`src/rtl/mcab_pkg.sv`:
```
// Shared constants for the interleaved channel boxcar averager.
// Used by the averager top level and its divider.
`timescale 1ns / 1ps

package mcab_pkg;

   // Fixed widths of the request and response fields.
   localparam int SAMPLE_W = 10;
   localparam int CHAN_W   = 3;
   // An average never exceeds the largest sample, so the quotient is this wide.
   localparam int QUO_W    = SAMPLE_W;

   localparam int DEF_NUM_CHANNELS = 5;
   localparam int DEF_WINDOW_LEN   = 16;

   // An average is produced whenever the low slot bits under this mask are zero.
   localparam logic [1:0] PHASE_MASK = 2'b11;

endpackage

```
`src/rtl/mcab_div.sv`:
```
// Divides a window sum by the constant window length with a scaled reciprocal.
// The quotient is registered and ready, with done, in the cycle after start; depends on mcab_pkg.
`timescale 1ns / 1ps

module mcab_div #(
   parameter int WINDOW_LEN = mcab_pkg::DEF_WINDOW_LEN,
   parameter int SUM_W      = mcab_pkg::SAMPLE_W + $clog2(mcab_pkg::DEF_WINDOW_LEN)
) (
   input  logic                        clock,
   input  logic                        reset,
   input  logic                        start,
   input  logic [SUM_W-1:0]            dividend,
   output logic                        done,
   output logic [mcab_pkg::QUO_W-1:0]  quotient
);
   import mcab_pkg::*;

   // The reciprocal is rounded up and scaled by 2**SHIFT, which keeps the
   // truncated product exact for every dividend below 2**SUM_W.
   localparam int SHIFT   = SUM_W + $clog2(WINDOW_LEN);
   localparam int RECIP_W = SUM_W + 1;
   localparam int PROD_W  = SUM_W + RECIP_W;
   localparam logic [RECIP_W-1:0] RECIP =
      RECIP_W'(((64'd1 << SHIFT) + 64'(WINDOW_LEN) - 64'd1) / 64'(WINDOW_LEN));

   logic [PROD_W-1:0] prod;
   logic [QUO_W-1:0]  quo_ff;
   logic              done_ff;

   assign prod     = {{RECIP_W{1'b0}}, dividend} * {{SUM_W{1'b0}}, RECIP};
   assign done     = done_ff;
   assign quotient = quo_ff;

   always_ff @(posedge clock) begin
      if (reset) begin
         done_ff <= 1'b0;
      end else begin
         done_ff <= start;
         if (start) begin
            quo_ff <= prod[SHIFT +: QUO_W];
         end
      end
   end

endmodule

```
`src/rtl/multichannel_adc_boxcar_average.sv`:
```
// Channel  | Direction | Ports
// request  | in        | req_valid, req_ready, req_sample[9:0]
// response | out       | rsp_valid, rsp_ready, rsp_avg_channel[2:0], rsp_average[9:0]
//
// A request that yields no response leaves the block in ST_IDLE, ready for the next one. One
// that yields a response holds the input off while the block reads each stored sample of
// that channel through the single memory read port, finishes the sum, runs the reciprocal
// divide and loads the response. After reset the memory is zeroed one entry per cycle, all
// NUM_CHANNELS * WINDOW_LEN entries (80 at the default), before the first request. A second
// response waits, stalling requests, until the pending one is taken.
`timescale 1ns / 1ps

module multichannel_adc_boxcar_average #(
   parameter int NUM_CHANNELS = mcab_pkg::DEF_NUM_CHANNELS,
   parameter int WINDOW_LEN   = mcab_pkg::DEF_WINDOW_LEN
) (
   input  logic                           clock,
   input  logic                           reset,
   input  logic                           req_valid,
   output logic                           req_ready,
   input  logic [mcab_pkg::SAMPLE_W-1:0]  req_sample,
   output logic                           rsp_valid,
   input  logic                           rsp_ready,
   output logic [mcab_pkg::CHAN_W-1:0]    rsp_avg_channel,
   output logic [mcab_pkg::QUO_W-1:0]     rsp_average
);
   import mcab_pkg::*;

   localparam int CH_W   = (NUM_CHANNELS > 1) ? $clog2(NUM_CHANNELS) : 1;
   localparam int SLOT_W = $clog2(WINDOW_LEN);
   localparam int DEPTH  = NUM_CHANNELS * WINDOW_LEN;
   localparam int ADDR_W = (DEPTH > 1) ? $clog2(DEPTH) : 1;
   localparam int SUM_W  = SAMPLE_W + $clog2(WINDOW_LEN);

   typedef enum logic [2:0] {
      ST_CLEAR, ST_IDLE, ST_READ, ST_LAST, ST_DIV, ST_OUT
   } state_type;

   state_type         state_ff;
   logic [CH_W-1:0]   ch_ff, ch_in;
   logic [SLOT_W-1:0] slot_ff, slot_in;
   logic [SLOT_W-1:0] idx_ff;
   logic [ADDR_W-1:0] clr_ff;
   logic [ADDR_W-1:0] base_ff;
   logic [CH_W-1:0]   avg_ch_ff;
   logic [SUM_W-1:0]  acc_ff;
   logic              rd_vld_ff;
   logic              div_start_ff;
   logic              rsp_valid_ff;
   logic [CHAN_W-1:0] rsp_ch_ff;
   logic [QUO_W-1:0]  rsp_avg_ff;

   logic [SAMPLE_W-1:0] mem [DEPTH];
   logic [SAMPLE_W-1:0] rd_data_ff;
   logic [ADDR_W-1:0]   wr_addr, rd_addr;
   logic [SAMPLE_W-1:0] wr_data;
   logic                wr_en;

   logic              accept, emit;
   logic [SLOT_W+1:0] slot_ext;
   logic              div_done;
   logic [QUO_W-1:0]  div_quo;

   assign req_ready       = (state_ff == ST_IDLE);
   assign accept          = req_valid && req_ready;
   assign rsp_valid       = rsp_valid_ff;
   assign rsp_avg_channel = rsp_ch_ff;
   assign rsp_average     = rsp_avg_ff;

   // Pointer advance: the slot moves only when the channel wraps.
   always_comb begin
      ch_in   = ch_ff;
      slot_in = slot_ff;
      if (ch_ff == CH_W'(NUM_CHANNELS - 1)) begin
         ch_in = '0;
         if (slot_ff == SLOT_W'(WINDOW_LEN - 1)) begin
            slot_in = '0;
         end else begin
            slot_in = slot_ff + SLOT_W'(1);
         end
      end else begin
         ch_in = ch_ff + CH_W'(1);
      end
   end

   assign slot_ext = {2'b00, slot_in};
   assign emit     = ((slot_ext[1:0] & PHASE_MASK) == 2'b00);

   assign wr_en   = (state_ff == ST_CLEAR) || accept;
   assign wr_addr = (state_ff == ST_CLEAR) ? clr_ff
                  : ADDR_W'(32'(ch_ff) * WINDOW_LEN) + ADDR_W'(slot_ff);
   assign wr_data = (state_ff == ST_CLEAR) ? '0 : req_sample;
   assign rd_addr = base_ff + ADDR_W'(idx_ff);

   always_ff @(posedge clock) begin
      if (wr_en) begin
         mem[wr_addr] <= wr_data;
      end
      rd_data_ff <= mem[rd_addr];
   end

   mcab_div #(
      .WINDOW_LEN (WINDOW_LEN),
      .SUM_W      (SUM_W)
   ) u_div (
      .clock    (clock),
      .reset    (reset),
      .start    (div_start_ff),
      .dividend (acc_ff),
      .done     (div_done),
      .quotient (div_quo)
   );

   always_ff @(posedge clock) begin
      if (reset) begin
         state_ff     <= ST_CLEAR;
         ch_ff        <= '0;
         slot_ff      <= '0;
         clr_ff       <= '0;
         rd_vld_ff    <= 1'b0;
         div_start_ff <= 1'b0;
         rsp_valid_ff <= 1'b0;
      end else begin
         div_start_ff <= (state_ff == ST_LAST);
         rd_vld_ff    <= (state_ff == ST_READ);
         // In ST_OUT the response register is either reloaded or left alone.
         if (rsp_valid_ff && rsp_ready && (state_ff != ST_OUT)) begin
            rsp_valid_ff <= 1'b0;
         end
         // The read data is registered, so it arrives in the cycle after its address.
         if (rd_vld_ff) begin
            acc_ff <= acc_ff + SUM_W'(rd_data_ff);
         end

         case (state_ff)
            ST_CLEAR: begin
               clr_ff <= clr_ff + ADDR_W'(1);
               if (clr_ff == ADDR_W'(DEPTH - 1)) begin
                  state_ff <= ST_IDLE;
               end
            end
            ST_IDLE: begin
               if (accept) begin
                  ch_ff   <= ch_in;
                  slot_ff <= slot_in;
                  if (emit) begin
                     avg_ch_ff <= ch_in;
                     base_ff   <= ADDR_W'(32'(ch_in) * WINDOW_LEN);
                     idx_ff    <= '0;
                     acc_ff    <= '0;
                     state_ff  <= ST_READ;
                  end
               end
            end
            ST_READ: begin
               idx_ff <= idx_ff + SLOT_W'(1);
               if (idx_ff == SLOT_W'(WINDOW_LEN - 1)) begin
                  state_ff <= ST_LAST;
               end
            end
            ST_LAST: begin
               // The final sample is added on this edge; the sum is complete next.
               state_ff <= ST_DIV;
            end
            ST_DIV: begin
               if (div_done) begin
                  state_ff <= ST_OUT;
               end
            end
            ST_OUT: begin
               if (!rsp_valid_ff || rsp_ready) begin
                  rsp_valid_ff <= 1'b1;
                  rsp_ch_ff    <= CHAN_W'(avg_ch_ff);
                  rsp_avg_ff   <= div_quo;
                  state_ff     <= ST_IDLE;
               end
            end
            default: begin
               state_ff <= ST_IDLE;
            end
         endcase
      end
   end

endmodule

```
`config.mk`:
```
export PLATFORM = sky130hd
export DESIGN_NAME = multichannel_adc_boxcar_average
export DESIGN_NICKNAME = d
export VERILOG_FILES = /design/src/rtl/mcab_pkg.sv /design/src/rtl/mcab_div.sv /design/src/rtl/multichannel_adc_boxcar_average.sv
export SDC_FILE = /design/constraint.sdc
export NUM_CORES = 1
export LEC_CHECK = 0
export ABC_CLOCK_PERIOD_IN_PS = 2600
export BUFFER_PORTS_ARGS = -buffer_cell sky130_fd_sc_hd__buf_2
export CAP_MARGIN = 15
export CORE_ASPECT_RATIO = 1.1
export CORE_MARGIN = 1.5
export CORE_UTILIZATION = 45
export CTS_CLUSTER_DIAMETER = 40
export CTS_CLUSTER_SIZE = 40
export DETAILED_ROUTE_END_ITERATION = 7
export PLACE_DENSITY = 0.69
export SYNTH_ARGS = -nofsm -noshare
export SYNTH_HDL_FRONTEND = slang
export SYNTH_SLANG_ARGS = --single-unit
```
`constraint.sdc`:
```
create_clock -name clock -period 2.6 [get_ports clock]
set_input_delay 0.13 -clock clock [delete_from_list [all_inputs] [get_ports clock]]
set_output_delay 0.13 -clock clock [all_outputs]
set_load 0.03 [all_outputs]
```
==> flow_metrics.tcl, run 1 <==
set metrics [dict create \
    antenna_found_initial 0 \
    grt_max_degree 81 \
    synth_area_per_cell_um2 19.0 \
    yosysTopAreaCell "edfxtp_1" \
    stdcell_count 3214 \
    cts.path.max_buffers 3 \
    initial_utilization_pct 45.7 \
    cpMostUsedCell "buf_4" \
    cts_made_buffers 101 \
    num_rows 106 \
    drcViolationCount 0 \
    synth_top_area_share_pct 72.8 \
    via_per_inst 5.76 \
    post-route-period-util_pct 98.1 \
    met2_length_um 41600 \
    routed-via-count 18500 \
    wire_per_inst_um 25.5 \
    worstReg2RegStart "idx_ff[1]$_SDFFCE_PN0P_" \
    outcome "completed" \
    nets 2129 \
    slowest_stage "edfxtp_1" \
    grt_pass1_wl_um 121000 \
    n_antenna_cell 0 \
    ys_seq_elements 875 \
    worstSetupStartpoint "idx_ff[1]$_SDFFCE_PN0P_" \
    die_w_um 268 \
    worst_skew_pair.late_latency_ns 0.67 \
    core_area_um2 76300 \
    cts_tree "built" \
    wl_met1_um 32000 \
    synth_edf_count 844 \
    whs_ns 0.138 \
    dp_hpwl_um 51500 \
    drtIter0Drc 1895 \
    grt_overflow 0 \
    dieHeight_um 295 \
    peakVddDrop_v 0.00117 \
    fin_area_um2 41400 \
    tightest_slew_ns 0.919 \
    dr.pass1.iters 5 \
    criticalPathCategory "reg2reg" \
    utilization_pct 54.2 \
    dieArea_um2 79100 \
    timing.final.max_slew_violations 0 \
    cp.arrival_ns 3.09 \
    netlist_area_um2 34800 \
    grt_pass1_vias 18700 \
    hp-start "req_sample[8]" \
    startpoint_type "register" \
    io-pin-count 29 \
    finalSetupViolations 0 \
    syn_to_final_growth_pct 18.8 \
    nFillCells 5696 \
    power.density_nw_per_um2 925 \
    async_flop_share_pct 0 \
    gr-usage-all-layers_pct 21.0 \
    dpl.cell_count 3016 \
    cp-end-kind "register" \
    drive_gt1_share_pct 28.6 \
    rsz0062_at_grt "no" \
    yosys_warnings 0 \
    critical_path.cell_chain "buf_12 -> or2_1 -> o22ai_1 -> o41ai_2 -> buf_4 -> a21oi_1 -> a211oi_4 -> buf_4 -> a311oi_1" \
    p_leak_nw 14.1 \
    synth_ff_type "edfxtp_1" \
    fin_crit_ns 2.55 \
    dpl_cell_area_um2 37600 \
    synth.area.top_cells "edfxtp_1, mux4_2, mux2i_1" \
    postCtsSetupBuffers 0 \
    syn-num-nets 1862 \
    place.gp.congestion 0.865 \
    highest_layer "met4" \
    cts_max_level 3 \
    slew_headroom_pct 38.7 \
    min_path_type "in2reg" \
    portBuffers 28 \
    synth_cells 1832 \
    max_freq_mhz 392 \
    crit_path_max_fanout 11 \
    clockRootBuffer "clkbuf_16" \
    cts.clk_slew.worst_paths_ns 0.06 \
    numClockSinks 875 \
    ys_types 63 \
    routed_wl_um 81900 \
    skew_ns 0.0333 \
    timing_hold_violations_final 0 \
    drv_cap 0 \
    cp_data_required_time_ns 3.14 \
    ys_seq_area_share_pct 74.6 \
    wl_met3_um 5730 \
    crit_path_max_incr_delay_ns 0.41 \
    ant_nets 0 \
]
[metal layers]
metal	GRT usage, %	up-vias
li1	-	8022
met1	27.7	9585
met2	35.2	756
met3	3.05	135
met4	8.07	0
met5	0	-
[critical path, delay by kind of cell, from the launching register on]
family / cells / cell delay, ns
AND/OR/NAND/NOR: 1 / 0.37
buffers and inverters: 3 / 0.53
flip-flops: 1 / 0.41
AO/OA/AOI/OAI: 5 / 1.10
[Yosys cell counts, types with 11 or more instances]
cell        n
mux4_2    143
ha_1       15
o21ai_0    26
a22oi_1    33
buf_2      27
nor2_1    143
buf_12     12
o22ai_1    14
mux2_2     11
nand2_1    79
nand3_1    16
mux2i_1   141
dfxtp_1    31
clkbuf_1   27
and2_1     17
edfxtp_1  844
a21oi_1    54
[layout by cell type (no fill, tap or decap), types with 9 or more instances in the layout]
cell / Yosys / routed
buf_12: 12 / 28
dfxtp_1: 31 / 31
clkinv_2: 0 / 9
buf_2: 27 / 28
nor2b_1: 9 / 9
nand3_1: 16 / 15
inv_6: 0 / 17
buf_4: 8 / 185
clkinv_8: 0 / 13
nand2_1: 79 / 79
mux4_2: 143 / 144
mux2i_1: 141 / 140
nand2b_1: 10 / 10
nand3b_1: 9 / 9
edfxtp_1: 844 / 844
o21ai_0: 26 / 26
a31oi_1: 10 / 9
xor2_1: 9 / 9
a21oi_1: 54 / 54
o22ai_1: 14 / 14
nor2_1: 143 / 143
a22oi_1: 33 / 33
clkinv_4: 0 / 10
and2_2: 0 / 10
inv_8: 0 / 12
mux2_2: 11 / 11
clkbuf_16: 0 / 104
ha_1: 15 / 15
[final timing paths]
kind                                   end  slack (ns)  cells after the start
hold reg to reg   rsp_average[5]$_DFFE_PP_        0.41                      0
setup reg to reg     rd_data_ff[7]$_DFF_P_        0.05                      9
setup / recovery     rd_data_ff[7]$_DFF_P_        0.05                      9
hold / removal        mem[63][8]$_DFFE_PP_        0.14                      3
[state kept, by name, indices dropped and copies added (netlist names)]
register and flops:
rsp_avg_channel 3, u_div.done 1, rsp_average 10, state_ff 3, rd_vld_ff 1, base_ff 3, div_start_ff 1, idx_ff 4
u_div.quotient 10, rd_data_ff 10, clr_ff 7, slot_ff 4, mem 800, acc_ff 14, rsp_valid 1, ch_ff 3
[where the power goes]
part / switching (W) / total [W] / internal (W) / leakage [nW]
combinational: 0.00413 / 0.00638 / 0.00225 / 4.30
sequential: 0.000234 / 0.0172 / 0.0170 / 8.10
clock: 0.00645 / 0.0146 / 0.00820 / 1.73
total: 0.0108 / 0.0382 / 0.0274 / 14.1
[cell type report]
class	instances	area, um^2	area share, %
Clock buffer	109	2610	6.31
Clock inverter	83	963	2.33
Inverter	9	33.8	0.0817
Multi-Input combinational cell	860	8260	20.0
Sequential cell	875	26000	62.8
Tap cell	1026	1280	3.10
Timing Repair Buffer	252	2240	5.41
[timing repair]
| action | CTS | global route |
|---|---|---|
| cloned | 0 | 1 |
| pin swaps | 1 | 0 |
| hold endpoints to repair | 20 | 0 |
| resized for setup | 5 | 14 |
| setup endpoints to repair | 3 | 139 |
| hold buffers | 5 | 0 |
[cell families (layout without fill, tap and decap cells)]
logic type	count (synthesis)	count (layout)	share of synthesized area (%)
muxes	303	303	14.2
and+or+nand+nor	316	316	4.10
buffers and inverters	97	453	1.96
AOI/OAI and AO/OA	210	210	4.17
DFF	875	875	74.6
adders and majority gates	16	16	0.597
xor gates and xnor gates	15	15	0.377
[per-stage QoR]
stage	power [W]	worst slack, ns	TNS (ns)
finish	0.0382	0.0490	0
detailed placement	0.0238	-0.229	-0.417
global route	0.0394	0.0162	0
floorplan	0.0211	-0.0466	-20.63
CTS	0.0384	0.00878	0
global placement	0.0236	-0.271	-0.424
Power figures use the tool's default switching activity.
==> run 2, diff against run 1 <==
--- a/config.mk
+++ b/config.mk
@@ -10,11 +10,11 @@
 export CAP_MARGIN = 15
 export CORE_ASPECT_RATIO = 1.1
 export CORE_MARGIN = 1.5
-export CORE_UTILIZATION = 45
+export CORE_UTILIZATION = 57
 export CTS_CLUSTER_DIAMETER = 40
 export CTS_CLUSTER_SIZE = 40
 export DETAILED_ROUTE_END_ITERATION = 7
-export PLACE_DENSITY = 0.69
+export PLACE_DENSITY = 0.83
 export SYNTH_ARGS = -nofsm -noshare
 export SYNTH_HDL_FRONTEND = slang
 export SYNTH_SLANG_ARGS = --single-unit
==> run 2 against run 1 <==
The run now ends with setup timing left. Worst hold slack improved by 0.13 ns. Power fell by 2.3%. Clock power fell by 6%. Critical endpoint is now rd_data_ff[6]$_DFF_P_. Largest power group unchanged. Highest routed layer is now met5.
==> flow_metrics.tcl, run 2 (synthesis results as in run 1) <==
set metrics [dict create \
    outcome "finished, violations left" \
    violations "setup timing" \
    power.density_nw_per_um2 918 \
    numClockSinks 875 \
    cp.arrival_ns 3.13 \
    drv_cap 0 \
    crit_path_max_incr_delay_ns 0.58 \
    fin_area_um2 40700 \
    clockRootBuffer "clkbuf_16" \
    drtIter0Drc 2401 \
    p_leak_nw 13.9 \
    final_cell_mix "edfxtp_1, buf_4, mux4_2, nor2_1, mux2i_1" \
    cts.clk_slew.worst_paths_ns 0.07 \
    nets 2112 \
    dpl_cell_area_um2 37100 \
    top_register "mem" \
    dieHeight_um 262 \
    r2r_slack_ns -0.001 \
    cp-end-kind "register" \
    rr_worst_depth 5 \
    nFillCells 3617 \
    dieArea_um2 62600 \
    routed-via-count 19100 \
    cts.path.max_buffers 3 \
    grt_overflow 0 \
    worstReg2RegStart "idx_ff[2]$_SDFFCE_PN0P_" \
    min_path_cells 2 \
    place.gp.congestion 0.980 \
    dr.pass1.iters 6 \
    core_area_um2 60100 \
    die_w_um 239 \
    io-pin-count 29 \
    place_ws_ns -0.211 \
    critical_path.cell_chain "buf_4 -> and2_2 -> a221oi_2 -> o21ai_0 -> a311oi_2" \
    antenna_found_initial 1 \
    cts_made_buffers 91 \
    final_common_cell "edfxtp_1" \
    criticalPathCategory "reg2reg" \
    min_path_type "in2reg" \
    num_rows 94 \
    tightest_slew_ns 1.01 \
    startpoint_type "register" \
    max_freq_mhz 384 \
    worst_skew_pair.late_latency_ns 0.65 \
    cp_data_required_time_ns 3.12 \
    slowest_stage "edfxtp_1" \
    ant_nets 0 \
    reg_top3 "mem x800, acc_ff x14" \
    initial_utilization_pct 57.9 \
    cts_max_level 3 \
    timing_hold_violations_final 0 \
    grt_pass1_vias 19000 \
    gr-usage-all-layers_pct 27.3 \
    routed_wl_um 85000 \
    timing.final.max_slew_violations 0 \
    post-route-period-util_pct 100 \
    peakVddDrop_v 0.000707 \
    r2r-end "rd_data_ff[6]$_DFF_P_" \
    slew_headroom_pct 32.9 \
    fin_crit_ns 2.60 \
    crit_path_max_fanout 18 \
    rsz0062_at_grt "yes" \
    largest_register_ffs 800 \
    cts_tree "built" \
    path_buf_inv 1 \
    drcViolationCount 0 \
    drive_gt1_share_pct 28.2 \
    grt_max_degree 81 \
    dp_hpwl_um 52400 \
    portBuffers 28 \
    worst_slack_ns -0.00114 \
    n_antenna_cell 0 \
    cp_top_family "compound AO/OA/AOI/OAI gates" \
    grt_pass1_wl_um 124000 \
    skew_ns 0.0360 \
    wire_per_inst_um 28.6 \
    hp-start "req_sample[3]" \
    via_per_inst 6.41 \
    finalSetupViolations 1 \
    whs_endpoint "mem[68][3]$_DFFE_PP_" \
    syn_to_final_growth_pct 16.9 \
]
[run 2: how the worst max path moves through the flow]
stage	from	end	slack, ns	depth (start not counted)
2_1_floorplan	state_ff[0]$_SDFFE_PP0P_	mem[73][0]$_DFFE_PP_	-0.05	6
3_3_place_gp	state_ff[2]$_SDFFE_PP0P_	mem[28][6]$_DFFE_PP_	-0.17	7
3_5_place_dp	state_ff[2]$_SDFFE_PP0P_	mem[4][7]$_DFFE_PP_	-0.21	7
4_1_cts	idx_ff[0]$_SDFFCE_PN0P_	rd_data_ff[8]$_DFF_P_	0.0002	7
5_1_grt	state_ff[2]$_SDFFE_PP0P_	mem[63][7]$_DFFE_PP_	-0.02	9
6_report	idx_ff[2]$_SDFFCE_PN0P_	rd_data_ff[6]$_DFF_P_	-0.001	5
[run 2: worst register-to-register path: stages, from the launching register on]
cell and delay [ns]:
edfxtp_1 0.58, buf_4 0.34, and2_2 0.35, a221oi_2 0.52
o21ai_0 0.29, a311oi_2 0.39
[run 2: metal layers]
layer  vias to the layer above  global-route usage [%]  wire length, um
met4                         2                    13.8             4350
met1                      9680                    35.6            30100
li1                       7960                       -                -
met3                       232                    4.71             8170
met5                         -                       0                9
met2                      1203                    44.4            42300
[run 2: area by class of cell]
cell class	instances	area [um^2]	area share (%)
clock buffer	101	2390	5.87
clock inverter	70	853	2.10
inverter	9	33.8	0.0830
multi-input combinational	860	8280	20.3
sequential	875	26000	63.8
tap	816	1020	2.51
timing repair buffer	245	2160	5.31
[run 2: through the flow]
stage | hold slack (ns) | setup TNS [ns] | total power (W) | std cells | utilization (%)
after floorplan | 0.202 | -20.63 | 0.0211 | 1832 | -
after global placement | 0.405 | -11.80 | 0.0234 | 2790 | 61.8
after detailed placement | 0.406 | -13.20 | 0.0236 | 2790 | 61.8
after CTS | 0.245 | 0 | 0.0373 | 2966 | 67.4
after global routing | 0.270 | -0.268 | 0.0384 | 2976 | 67.7
final | 0.263 | -0.00114 | 0.0373 | 2976 | 67.7
[run 2: power by group]
group          switching (W)  total, W  internal [W]
sequential          0.000274    0.0173        0.0170
clock                0.00604    0.0137       0.00768
combinational        0.00410   0.00636       0.00226
total                 0.0104    0.0373        0.0269
[run 2: timing repair]
item	CTS	global route
hold buffers	5	0
endpoints found under the hold margin	25	0
endpoints found under the setup margin	87	323
pin swaps	0	3
gates cloned	0	3
resized for setup	14	22
setup buffers	0	7
